--- src/fgr_queue.sv ---
// fgr_queue: two-entry queue between the front and back of the block
// no dependencies
module fgr_queue #(
  parameter int W = 129
) (
  input  logic         clk,
  input  logic         rst_n,
  input  logic         push,
  input  logic [W-1:0] wdata,
  output logic         full,
  input  logic         pop,
  output logic         not_empty,
  output logic [W-1:0] rdata
);
  logic [W-1:0] slot_r [2];
  logic         wr_ptr_r;
  logic         rd_ptr_r;
  logic [1:0]   cnt_r;

  assign full      = (cnt_r == 2'd2);
  assign not_empty = (cnt_r != 2'd0);
  assign rdata     = slot_r[rd_ptr_r];

  always_ff @(posedge clk) begin
    if (push) begin
      slot_r[wr_ptr_r] <= wdata;
    end
  end

  always_ff @(posedge clk) begin
    if (!rst_n) begin
      wr_ptr_r <= 1'b0;
      rd_ptr_r <= 1'b0;
      cnt_r    <= 2'd0;
    end else begin
      if (push) begin
        wr_ptr_r <= !wr_ptr_r;
      end
      if (pop) begin
        rd_ptr_r <= !rd_ptr_r;
      end
      case ({push, pop})
        2'b10:   cnt_r <= cnt_r + 2'd1;
        2'b01:   cnt_r <= cnt_r - 2'd1;
        default: cnt_r <= cnt_r;
      endcase
    end
  end

endmodule

--- config.mk ---
export PLATFORM = sky130hd
export DESIGN_NAME = fgr_queue
export DESIGN_NICKNAME = d
export VERILOG_FILES = /design/src/fgr_queue.sv
export SDC_FILE = /design/constraint.sdc
export NUM_CORES = 1
export LEC_CHECK = 0
export ABC_CLOCK_PERIOD_IN_PS = 10500
export BUFFER_PORTS_ARGS = -buffer_cell sky130_fd_sc_hd__buf_4
export CORE_MARGIN = 2
export CORE_UTILIZATION = 54
export CTS_BUF_LIST = sky130_fd_sc_hd__clkbuf_8
export DETAILED_ROUTE_END_ITERATION = 8
export PLACE_DENSITY_LB_ADDON = 0.08
export SLEW_MARGIN = 0
export SYNTH_ARGS = -nofsm -noshare
export SYNTH_HDL_FRONTEND = slang
export SYNTH_SLANG_ARGS = --single-unit
--- constraint.sdc ---
create_clock -name clk -period 10.5 [get_ports clk]
set_input_delay 2.1 -clock clk [delete_from_list [all_inputs] [get_ports clk]]
set_output_delay 2.1 -clock clk [all_outputs]
set_load 0.01 [all_outputs]
# Yosys cells after proc, flatten, opt, wreduce, memory -nomap -nowiden
# Memories as Yosys holds them, arrays and structs flattened. A register that Yosys moved wholly into a read port is not among the register bits.
# Index checks and enable logic that the tools add are counted.
dict set report classes {
  addsub 2
  n_eq_ne 3
  muxes 5
  n_reduce_logical 4
}
# operator n
set ops {}
lappend ops {{== test 2 bit (second input constant)} 2}
lappend ops {{two-way mux 1 bit} 4}
lappend ops {{one-hot mux 2 bit (2 select lines)} 1}
lappend ops {{nonzero test 2 bit} 2}
lappend ops {{adder 2 x 1 -> 2 bit (second input constant)} 1}
lappend ops {{== test 2 x 1 -> 1 bit (second input constant)} 1}
lappend ops {{logical NOT 1 bit} 2}
lappend ops {{subtractor 2 x 1 -> 2 bit (second input constant)} 1}
dict set report word_totals {
  register_bits 4
  ramBits 258
  out_inout_bits 131
  elab_cells 18
  n_memories 1
}
# name words width read_ports rd_clocked_by_memory_dff write_ports line
set mem_list {}
lappend mem_list {slot_r 2 129 1 1 1 15} ;# logic [W-1:0] slot_r [2];

# Longest topological paths before layout
dict set report depth {
  word_depth 3
  depth_mapped 5
  ltp_nobuf 5
}

# Least setup slack after synthesis
# Ideal clock, no wire load.
dict set report synth_timing {
  path_kind {input -> register}
  from {in push}
  to {mem slot_r[0][0], enable pin}
  setup_ns 0.624
  arrival_ns 7.591
  slack_ns 2.285
  path_stages 2
  cell_sequence {inv_1 -> nor2_1}
}
dict set report synth_via {
  elab_chain_cells 2
}
# element line
set synth_rtl {}
lappend synth_rtl {{from (decl)} 8} ;# input logic push,
lappend synth_rtl {{two-way mux 1 bit} 25} ;# if (push) begin
lappend synth_rtl {{two-way mux 1 bit (implied by the code)} 26} ;# slot_r[wr_ptr_r] <= wdata;
lappend synth_rtl {{to (decl)} 15}
# Every way passes these cells.

==> results.toml <==
[global_routing]
busiest_layer = "met2"
met3_usage_pct = 7.30
grt_pass1_wl_um = 25900
grt_max_degree = 71
grt_use_total_pct = 18.6
met2_usage_pct = 31.3
use_met1_pct = 20.9
grt_pass1_vias = 5099
antenna_found_initial = 0
overflow = 0

[yosys]
syn_area_per_cell_um2 = 22.5
netlist_area_mm2 = 0.00952
synth-seq-cells = 263
yosysWarnings = 0
yosysUniqueCellTypes = 18
syn-num-nets = 557
synthCells = 423
synth-seq-area-share_pct = 82.4

[worst_setup_path]
arrival_ns = 2.89
timing.rr.start = "wr_ptr_r"
cp_common_cell = "buf_4"
worstSetupPathType = "flip-flop to primary output"
critPathMaxFanout = 67
end_kind = "primary output"
path_cells = "buf_4 -> mux2_2 -> buf_4"
required_ns = 8.40
slowest_stage = "dfxtp_4"
worst_path_largest_cell_delay_ns = 0.91
cp-start-kind = "flip-flop"

[cts]
htreeDepth = 2
cts_setup_buffers = 0
cts_resized = 0
clk_latency_ns = 0.52
cts_buffers = 42
path_clk_slew_ns = 0.06
max-clock-path-buffers = 3
cts_hold_buf = 0
root_buffer = "clkbuf_8"
cts_tree = "done"
clock-sinks = 263

[sta]
maxSlewViolCount = 0
fmax_mhz = 200
period_needed_ns = 4.99
fin_tns_setup_ns = 0
rsz0062_at_grt = "no"
finalCritPeriodShare_pct = 47.5
clock-skew-final_ns = 0.0129
final-hold-violation-count = 0
relSlewSlack_pct = 35.3
setup_viol = 0
tightest_slew_ns = 0.970

[power_and_ir_drop]
peakVddDrop_uv = 127
fin_total_pwr_uw = 2240
p_leak_uw = 0.00471
power_density_mw_per_mm2 = 180

[floorplanning]
die-area_mm2 = 0.0187
floorplan.initialDensity_pct = 55.2
core.rowCount = 48
dieHeight_um = 137
die_width_um = 137
io_pins = 264
core_area_mm2 = 0.0172

[layout]
area_growth_pct = 30.7
n_antenna_cell = 0
drive_above_1_share_pct = 60.0
layout.area.seq_mm2 = 0.00785
final_util_pct = 72.2
num-fill-cells = 1117
nets = 854
multi_input_area_mm2 = 0.00158

[placed_design]
portBuffers = 263
place_congestion = 0.749
dp_hpwl_um = 11800

[routing]
routed_wl_um = 17900
dr.pass1.iters = 4
vias = 4893
drc = 0
drt_iter0_drc = 171
drt-vias-per-instance = 5.02
ant_nets = 0
wl_per_cell_um = 18.4

[min_path]
worstHoldStart = "cnt_r[1]"
worst_hold_path_type = "flip-flop to flip-flop"

[run]
max_cap_violations = 0

[outcome]
status = "finished clean"
## power breakdown
group	internal (uW)	switching (uW)	total, uW
Clock	380	359	739
Sequential	1210	21.7	1240
Combinational	148	115	264
## per-layer routing
layer  share of wire, %  wire length (um)
met5                  0                 0
met4                3.1               563
met3                9.6              1710
met2                 51              9090
met1                 36              6530
## final cells by class
type | instances | share of cell area [%]
clock buffer | 43 | 4.76
multi-input combinational | 145 | 12.7
sequential | 263 | 63.1
timing repair buffer | 267 | 16.1
tap | 225 | 2.26
clock inverter | 31 | 1.05
inverter | 1 | 0.0302
## placed cells by master (no fill, tap or decap)
cell,instances
dfxtp_1,4
o21a_1,1
clkinv_2,4
or2_2,1
or3_1,1
clkbuf_8,43
dfxtp_4,1
and2_1,3
edfxtp_1,258
and2b_2,1
inv_1,16
mux2_2,129
ha_1,1
a21boi_1,1
nor2b_1,1
and2_4,1
clkinv_4,1
clkinv_1,10
xor2_1,1
buf_4,267
xnor2_1,2
nor2_4,1
o21ai_0,1
clkinvlp_4,1
## stage by stage
stage               cells  instance area (um^2)  hold WS [ns]  setup slack [ns]
finish                975                 12400         0.509              5.51
detailed placement    901                 11700         0.498              5.81
floorplan             423                  9520         0.461              2.28
CTS                   975                 12400         0.509              5.45
global route          975                 12400         0.561              5.32
global placement      901                 11700         0.472              5.86
## final timing paths
path / end / slack (ns) / depth (start not counted)
setup reg to reg: slot_r[0][68] / 7.74 / 3
hold / removal: cnt_r[1] / 0.51 / 2
hold reg to reg: cnt_r[1] / 0.51 / 2
setup / recovery: rdata[0] / 5.51 / 3
## registers in the layout (all words and copies together), names as in the netlist, named ones only
signal	cells
slot_r	258
cnt_r	2
rd_ptr_r	1
wr_ptr_r	1
## worst max-delay path: cells and delay by family, from the launching register on
family	cells	cell delay [ns]
buf+inv	2	0.92
mux	1	0.43
flops	1	0.91
## Yosys cell counts, drive strengths merged
| master | n | share of area [%] |
|---|---|---|
| or2 | 1 | 0.066 |
| a21boi | 1 | 0.079 |
| o21a | 1 | 0.079 |
| buf | 14 | 1.1 |
| xor2 | 1 | 0.092 |
| ha | 1 | 0.13 |
| nor2b | 1 | 0.066 |
| mux2 | 129 | 15 |
| or3 | 1 | 0.066 |
| o21ai | 1 | 0.053 |
| xnor2 | 2 | 0.18 |
| dfxtp | 5 | 1.1 |
| edfxtp | 258 | 81 |
| nor2 | 1 | 0.039 |
| and2b | 1 | 0.092 |
| and2 | 4 | 0.26 |
| inv | 1 | 0.039 |
## cell families (layout without fill, tap and decap cells)
family	Yosys count	after routing	share of synthesized area, %
AO/OA/AOI/OAI	3	3	0.210
flip-flops	263	263	82.4
buffers and inverters	15	342	1.09
adder cells (fa/ha/maj)	1	1	0.131
multiplexers	129	129	15.3
XOR/XNOR	3	3	0.276
AND/OR/NAND/NOR	9	9	0.592
Note: power is estimated with default switching activity, not from simulation.
