$ cat config.mk
export PLATFORM = sky130hd
export DESIGN_NAME = fgr_front
export DESIGN_NICKNAME = d
export VERILOG_FILES = /design/src/fgr_pkg.sv /design/src/fgr_front.sv
export SDC_FILE = /design/constraint.sdc
export NUM_CORES = 1
export LEC_CHECK = 0
export ABC_AREA = 1
export ABC_CLOCK_PERIOD_IN_PS = 3250
export BUFFER_PORTS_ARGS = -buffer_cell sky130_fd_sc_hd__buf_2
export CAP_MARGIN = 5
export CELL_PAD_IN_SITES_DETAIL_PLACEMENT = 0
export CELL_PAD_IN_SITES_GLOBAL_PLACEMENT = 1
export CORE_MARGIN = 8
export CORE_UTILIZATION = 17
export CTS_CLUSTER_SIZE = 20
export DETAILED_ROUTE_END_ITERATION = 16
export PLACE_DENSITY = 0.87
export SYNTH_ARGS = -nofsm -noshare
export SYNTH_HDL_FRONTEND = slang
export SYNTH_SLANG_ARGS = --single-unit
$ cat constraint.sdc
create_clock -name clk -period 3.25 [get_ports clk]
set_input_delay 0.1625 -clock clk [delete_from_list [all_inputs] [get_ports clk]]
set_output_delay 0.1625 -clock clk [all_outputs]
set_load 0.02 [all_outputs]
$ cat src/fgr_pkg.sv
// fgr_pkg: shared constants for the four-gamete minimum recombination block
// used by fgr_front, fgr_back and the top level; no dependencies
package fgr_pkg;

  localparam int DEF_MAX_SITES   = 1024;
  localparam int DEF_MAX_SAMPLES = 64;

  localparam int COL_W      = 64;
  localparam int CNT_W      = 7;
  localparam int RECOMB_W   = 10;
  localparam int OUT_DATA_W = 16;
  localparam int OUT_USER_W = 2;

  localparam logic [CNT_W-1:0]    SAMPLE_COUNT_RST = 7'd64;
  localparam logic [RECOMB_W-1:0] RECOMB_MAX       = 10'd1023;

endpackage

$ cat src/fgr_front.sv
// fgr_front: sample count register, input masking and push into the site queue
// depends on fgr_pkg
module fgr_front #(
  parameter int MAX_SAMPLES = fgr_pkg::DEF_MAX_SAMPLES
) (
  input  logic                        clk,
  input  logic                        rst_n,
  input  logic                        cfg_wr_en,
  input  logic [fgr_pkg::CNT_W-1:0]   cfg_wr_data,
  input  logic                        in_tvalid,
  output logic                        in_tready,
  input  logic [fgr_pkg::COL_W-1:0]   in_tdata,
  input  logic                        in_tlast,
  input  logic                        q_full,
  output logic                        q_push,
  output logic [2*MAX_SAMPLES:0]      q_wdata
);
  import fgr_pkg::*;

  logic [CNT_W-1:0]       sample_count_r;
  logic [CNT_W-1:0]       n_sat;
  logic [MAX_SAMPLES-1:0] mask;
  logic [MAX_SAMPLES-1:0] col;

  always_ff @(posedge clk) begin
    if (!rst_n) begin
      sample_count_r <= SAMPLE_COUNT_RST;
    end else if (cfg_wr_en) begin
      sample_count_r <= cfg_wr_data;
    end
  end

  // counts above the sample capacity saturate; 0 and 1 pass as given
  assign n_sat = (sample_count_r > CNT_W'(MAX_SAMPLES)) ? CNT_W'(MAX_SAMPLES)
                                                         : sample_count_r;

  always_comb begin
    for (int i = 0; i < MAX_SAMPLES; i++) begin
      mask[i] = (CNT_W'(i) < n_sat);
    end
  end

  assign col       = in_tdata[MAX_SAMPLES-1:0] & mask;
  assign in_tready = !q_full;
  assign q_push    = in_tvalid && !q_full;
  // the mask travels with the site so the back end tests with the mask of arrival
  assign q_wdata   = {in_tlast, mask, col};

endmodule

# Word level (Yosys, flattened, before mapping)
# Cells that the tools add are included.
# Widths: inputs -> output; s select.
dict set report word_totals {
  out_inout_bits 131
  in_bits 77
  wordCells 70
  reg_bits 7
}
dict set report classes {
  n_reduce_logical 2
  n_bitwise 1
  muxes 1
  n_lt_le_gt_ge 65
}
# operator n
set op_table {}
lappend op_table {{$lt 6x7->1 const A} 32}
lappend op_table {{$lt 5x7->1 const A} 16}
lappend op_table {{$and 64x64->64} 1}
lappend op_table {{$lt 4x7->1 const A} 8}
lappend op_table {{$lt 3x7->1 const A} 4}
lappend op_table {{$lt 1x7->1 const A} 2}
lappend op_table {{$lt 2x7->1 const A} 2}
lappend op_table {{$gt 7x7->1 const B} 1}
lappend op_table {{$mux 7} 1}
lappend op_table {{$logic_and 1x1->1} 1}
lappend op_table {{$logic_not 1->1} 1}

# Depth between registers and ports, before layout
dict set report depth {
  word_depth 4
  mapped_depth 9
  ltp_nobuf 8
}

# Least setup slack after synthesis
# Ideal clock, no wire load.
dict set report synth_path {
  kind {reg2out}
  start {register sample_count_r[6]}
  end {output q_wdata[30]}
  n_path_buf 1
  stages_incl_launch_ff 8
  t_required_ns 3.087
  slack_ns 1.309
  arrival_ns 1.779
  path_cell_list {dfxtp_1 > buf_2 > inv_2 > nand2_2 > nor2_2 > nand2_2 > o21ai_0 > and2_1}
}
dict set report synth_between {
  elab_chain_cells 4
}
# item line
set synth_rtl {}
lappend synth_rtl {{start, declared} fgr_front.sv:20} ;# logic [CNT_W-1:0] sample_count_r;
lappend synth_rtl {{start signal, assigned} fgr_front.sv:29} ;# sample_count_r <= cfg_wr_data;
lappend synth_rtl {{$gt 7x7->1} fgr_front.sv:34} ;# assign n_sat = (sample_count_r > CNT_W'(MAX_SAMPLES)) ? CNT_W'(MAX_SAMPLES)
lappend synth_rtl {{$mux 7 (*)} fgr_front.sv:34}
lappend synth_rtl {{$lt 5x7->1 (*)} fgr_front.sv:39} ;# mask[i] = (CNT_W'(i) < n_sat);
lappend synth_rtl {{named net q_wdata[94]} fgr_front.sv:16} ;# output logic [2*MAX_SAMPLES:0] q_wdata
lappend synth_rtl {{$and 64x64->64 (*)} fgr_front.sv:43} ;# assign col = in_tdata[MAX_SAMPLES-1:0] & mask;
lappend synth_rtl {{end, declared} fgr_front.sv:16}
# Mark *: on every way through the listed nets, which the timed path passes. The rest lies on a longest branch.

# Worst setup path in the final report
dict set report layout_path {
  start {register sample_count_r[6]}
  end {output q_wdata[9]}
}
dict set report layout_between {
  elab_chain_cells 4
}
# item line
set layout_rtl {}
lappend layout_rtl {{$gt 7x7->1} fgr_front.sv:34}
lappend layout_rtl {{$mux 7 (*)} fgr_front.sv:34}
lappend layout_rtl {{$lt 4x7->1 (*)} fgr_front.sv:39}
lappend layout_rtl {{$and 64x64->64 (*)} fgr_front.sv:43}
# Mark *: on every way between the ends. The rest lies on a longest branch, timed or not.

==> impl_results.md <==
* Status: complete, no violations
* Critical path required time at 3.09 ns
* Worst setup SP type: register
* CP peak stage delay at roughly 0.57 ns
* Congestion Overflow GR at 0
* Crit Path Class: register to output port
* Leak pwr at 0.001507 µW
* Commonest non-fill, non-tap cell in the layout: buf_2
* Die Wd at approximately 110 µm
* Top delay family on crit path: simple AND/OR/NAND/NOR gates
* Met1 Track Usage GR at 0.1367
* CP max FO at 12
* Post-route DRC at 0
* Initial antenna violation count at 0
* Slew Viols, Final at 0
* Max-cap violations at 0
* DP Wirelength at between 7000 and 8000 µm
* # port buffers at 205
* Vias per Instance at 4.070
* Layout cell share with drive strength beyond 1 at 0.4875
* Antenna cells at 0
* Worst-Margin Slew at roughly 0.90 ns
* # rows at 33
* Most Crowded Layer GR: met2
* VDD IR max at 0.1009 mV
* Yosys reg bits at 7
* Unrepaired setup endpoints after global routing: no
* Relative slew margins at 0.3972
* Clock sink count at 7
* Top cell type's share of synthesized area at 0.1516
* Hold crit path type: primary input to register
* Hold_buf cts at 0
* Top Ports at 208
* CP Cell Sequence: nor2_2 -> inv_2 -> nor2_4 -> inv_2 -> nor2_1 -> inv_2 -> and3_1 -> buf_2
* Register area share after synthesis at 0.09929
* Clock Path Buffers at 2
* CTS root buffer: clkbuf_8
* Grt met2 use at 0.2683
* Post-DR wirelength/cell at ~15 µm
* Worst-Skew Late Latency at between 0.2 and 0.25 ns
* Largest net degree at the start of global routing at 21
* Area leader, netlist: nand2_1
* Final hold vios at 0
* Commonest cells after routing, fill and taps aside: buf_2, nand2_1, inv_1
* Largest Register: sample_count_r
* Setup_tns at 0 ns
* Layout Skew at 0 ns
* Total GRT Usage at 0.1353
* Min Tclk post-route at around 2.7 ns
* Fill count at between 900 and 1000
* Pwr Density at between 200 and 300 nW/µm²
* Hold WS at roughly 0.17 ns
* CP max-delay cell: nor2_1
* Net count reported at finish at around 560
* Grt met3 use at 0.03839
* First-pass GRT wire length at between 10000 and 15000 µm
* Postcts setup bufs at 0
* Final Setup Violations at 0
* Die height at about 110 µm
* Syn_nets at about 360
* Vias in the first global route at 2428
* Initial Util at 0.1735
* Initial drt markers at between 100 and 150
* Max frequency at between 300 and 400 MHz
* Syn avg cell area at 5.041 µm²
* Final RePlAce weighted congestion at ~0.86
* Final wirelength at 8642 µm
* Synthesis-to-finish area growth at 82.36%
* ANT nets after route at 0
* Core Region at just over 8000 µm²
* Die area at roughly 11000 µm²
* Synth warn at 0
* CP arrival at between 2 and 3 ns
* Worst path buffer plus inverter count at 4
* Synthesized area at 1411 µm²
* Max reg flops at 7
* Number of distinct library cells after synthesis at 23
* Synth top area cells: nand2_1, inv_1, nor2_1
* Vias post-DR at around 2400
* Worst setup EP type: output port
* Post-cts sizing count at 0
* TritonRoute pass-1 iters at 4
* H-tree depth at 1
* Reg clk slew, reported paths at roughly 0.04 ns
* Period utilisation layout at 0.8404
* Post-Syn Instances at 280
* TritonCTS buffer count at 3
* TritonCTS clock tree: yes
* Most frequent CP cell: inv_2
* Largest regs: sample_count_r x7
==> synthesized netlist by cell type <==
master	number
a21boi_0	10
nor4_1	1
and2_1	20
nor2_1	39
nor2_2	5
inv_1	54
clkbuf_1	3
and3_1	4
a21boi_1	1
o211ai_1	1
nor2_4	4
a21oi_2	1
inv_2	11
a21oi_1	19
buf_2	5
nand3_1	15
nor3b_1	1
o21ai_0	17
nand2_2	3
nand3_2	1
buf_4	1
dfxtp_1	7
nand2_1	57
==> metrics by stage <==
| step | instances | cell area, µm² | setup slack [ns] | util | total power (µW) |
|---|---|---|---|---|---|
| global route | 585 | 2574 | 0.2448 | 0.3164 | 784.7 |
| global placement | 581 | 2529 | 0.8689 | 0.3109 | 618.6 |
| finish | 585 | 2574 | 0.5186 | 0.3164 | 732.6 |
| detailed placement | 581 | 2529 | 0.7440 | 0.3109 | 620.7 |
| CTS | 585 | 2574 | 0.4880 | 0.3164 | 744.6 |
| floorplan | 280 | 1411 | 1.309 | - | 413.1 |
==> final timing paths <==
check                                               startpoint                        endpoint  cells after the start  slack [ns]
worst max-delay path            sample_count_r[6]$_SDFFE_PN1P_                      q_wdata[9]                      8        0.52
worst min register to register  sample_count_r[1]$_SDFFE_PN0P_  sample_count_r[1]$_SDFFE_PN0P_                      2        0.53
worst min-delay path                            cfg_wr_data[0]  sample_count_r[0]$_SDFFE_PN0P_                      3        0.17
worst max register to register  sample_count_r[3]$_SDFFE_PN0P_  sample_count_r[3]$_SDFFE_PN0P_                      2        2.35
==> worst register-to-register path, cell delays in order (launching register included) <==
cell,delay (ns)
dfxtp_1,0.50
inv_2,0.17
a21oi_1,0.16
==> where the power goes <==
group | switching (µW) | internal, µW | total [µW] | leakage (µW)
combinational | 339 | 168 | 508 | 0.00143
clock | 36.0 | 84.7 | 121 | 0.0000228
sequential | 11.8 | 92.5 | 104 | 0.0000583
total | 387 | 346 | 733 | 0.00151
==> routing by layer <==
| metal | part of all wire | wire length [µm] | vias to the layer above |
|---|---|---|---|
| met4 | 0.011 | 92 | 0 |
| met2 | 0.53 | 4544 | 99 |
| met3 | 0.096 | 829 | 10 |
| li1 | - | - | 1242 |
| met1 | 0.37 | 3176 | 1030 |
| met5 | 0 | 0 | - |
==> cell type report <==
type | instances | area [µm²] | area share
clock buffer | 4 | 45.04 | 0.01750
timing repair buffer | 205 | 1026 | 0.3986
multi-input combinational | 199 | 987.2 | 0.3836
inverter | 65 | 244.0 | 0.09480
sequential | 7 | 140.1 | 0.05445
tap | 105 | 131.4 | 0.05105
==> kinds of logic (layout without fill, tap and decap cells) <==
| logic type | count (synthesis) | in the layout | synth area share |
|---|---|---|---|
| simple gates | 150 | 150 | 0.4991 |
| compound gates | 49 | 49 | 0.1977 |
| buf+inv | 74 | 274 | 0.2039 |
| flops | 7 | 7 | 0.09929 |
Note: power is estimated with default switching activity, not from simulation.
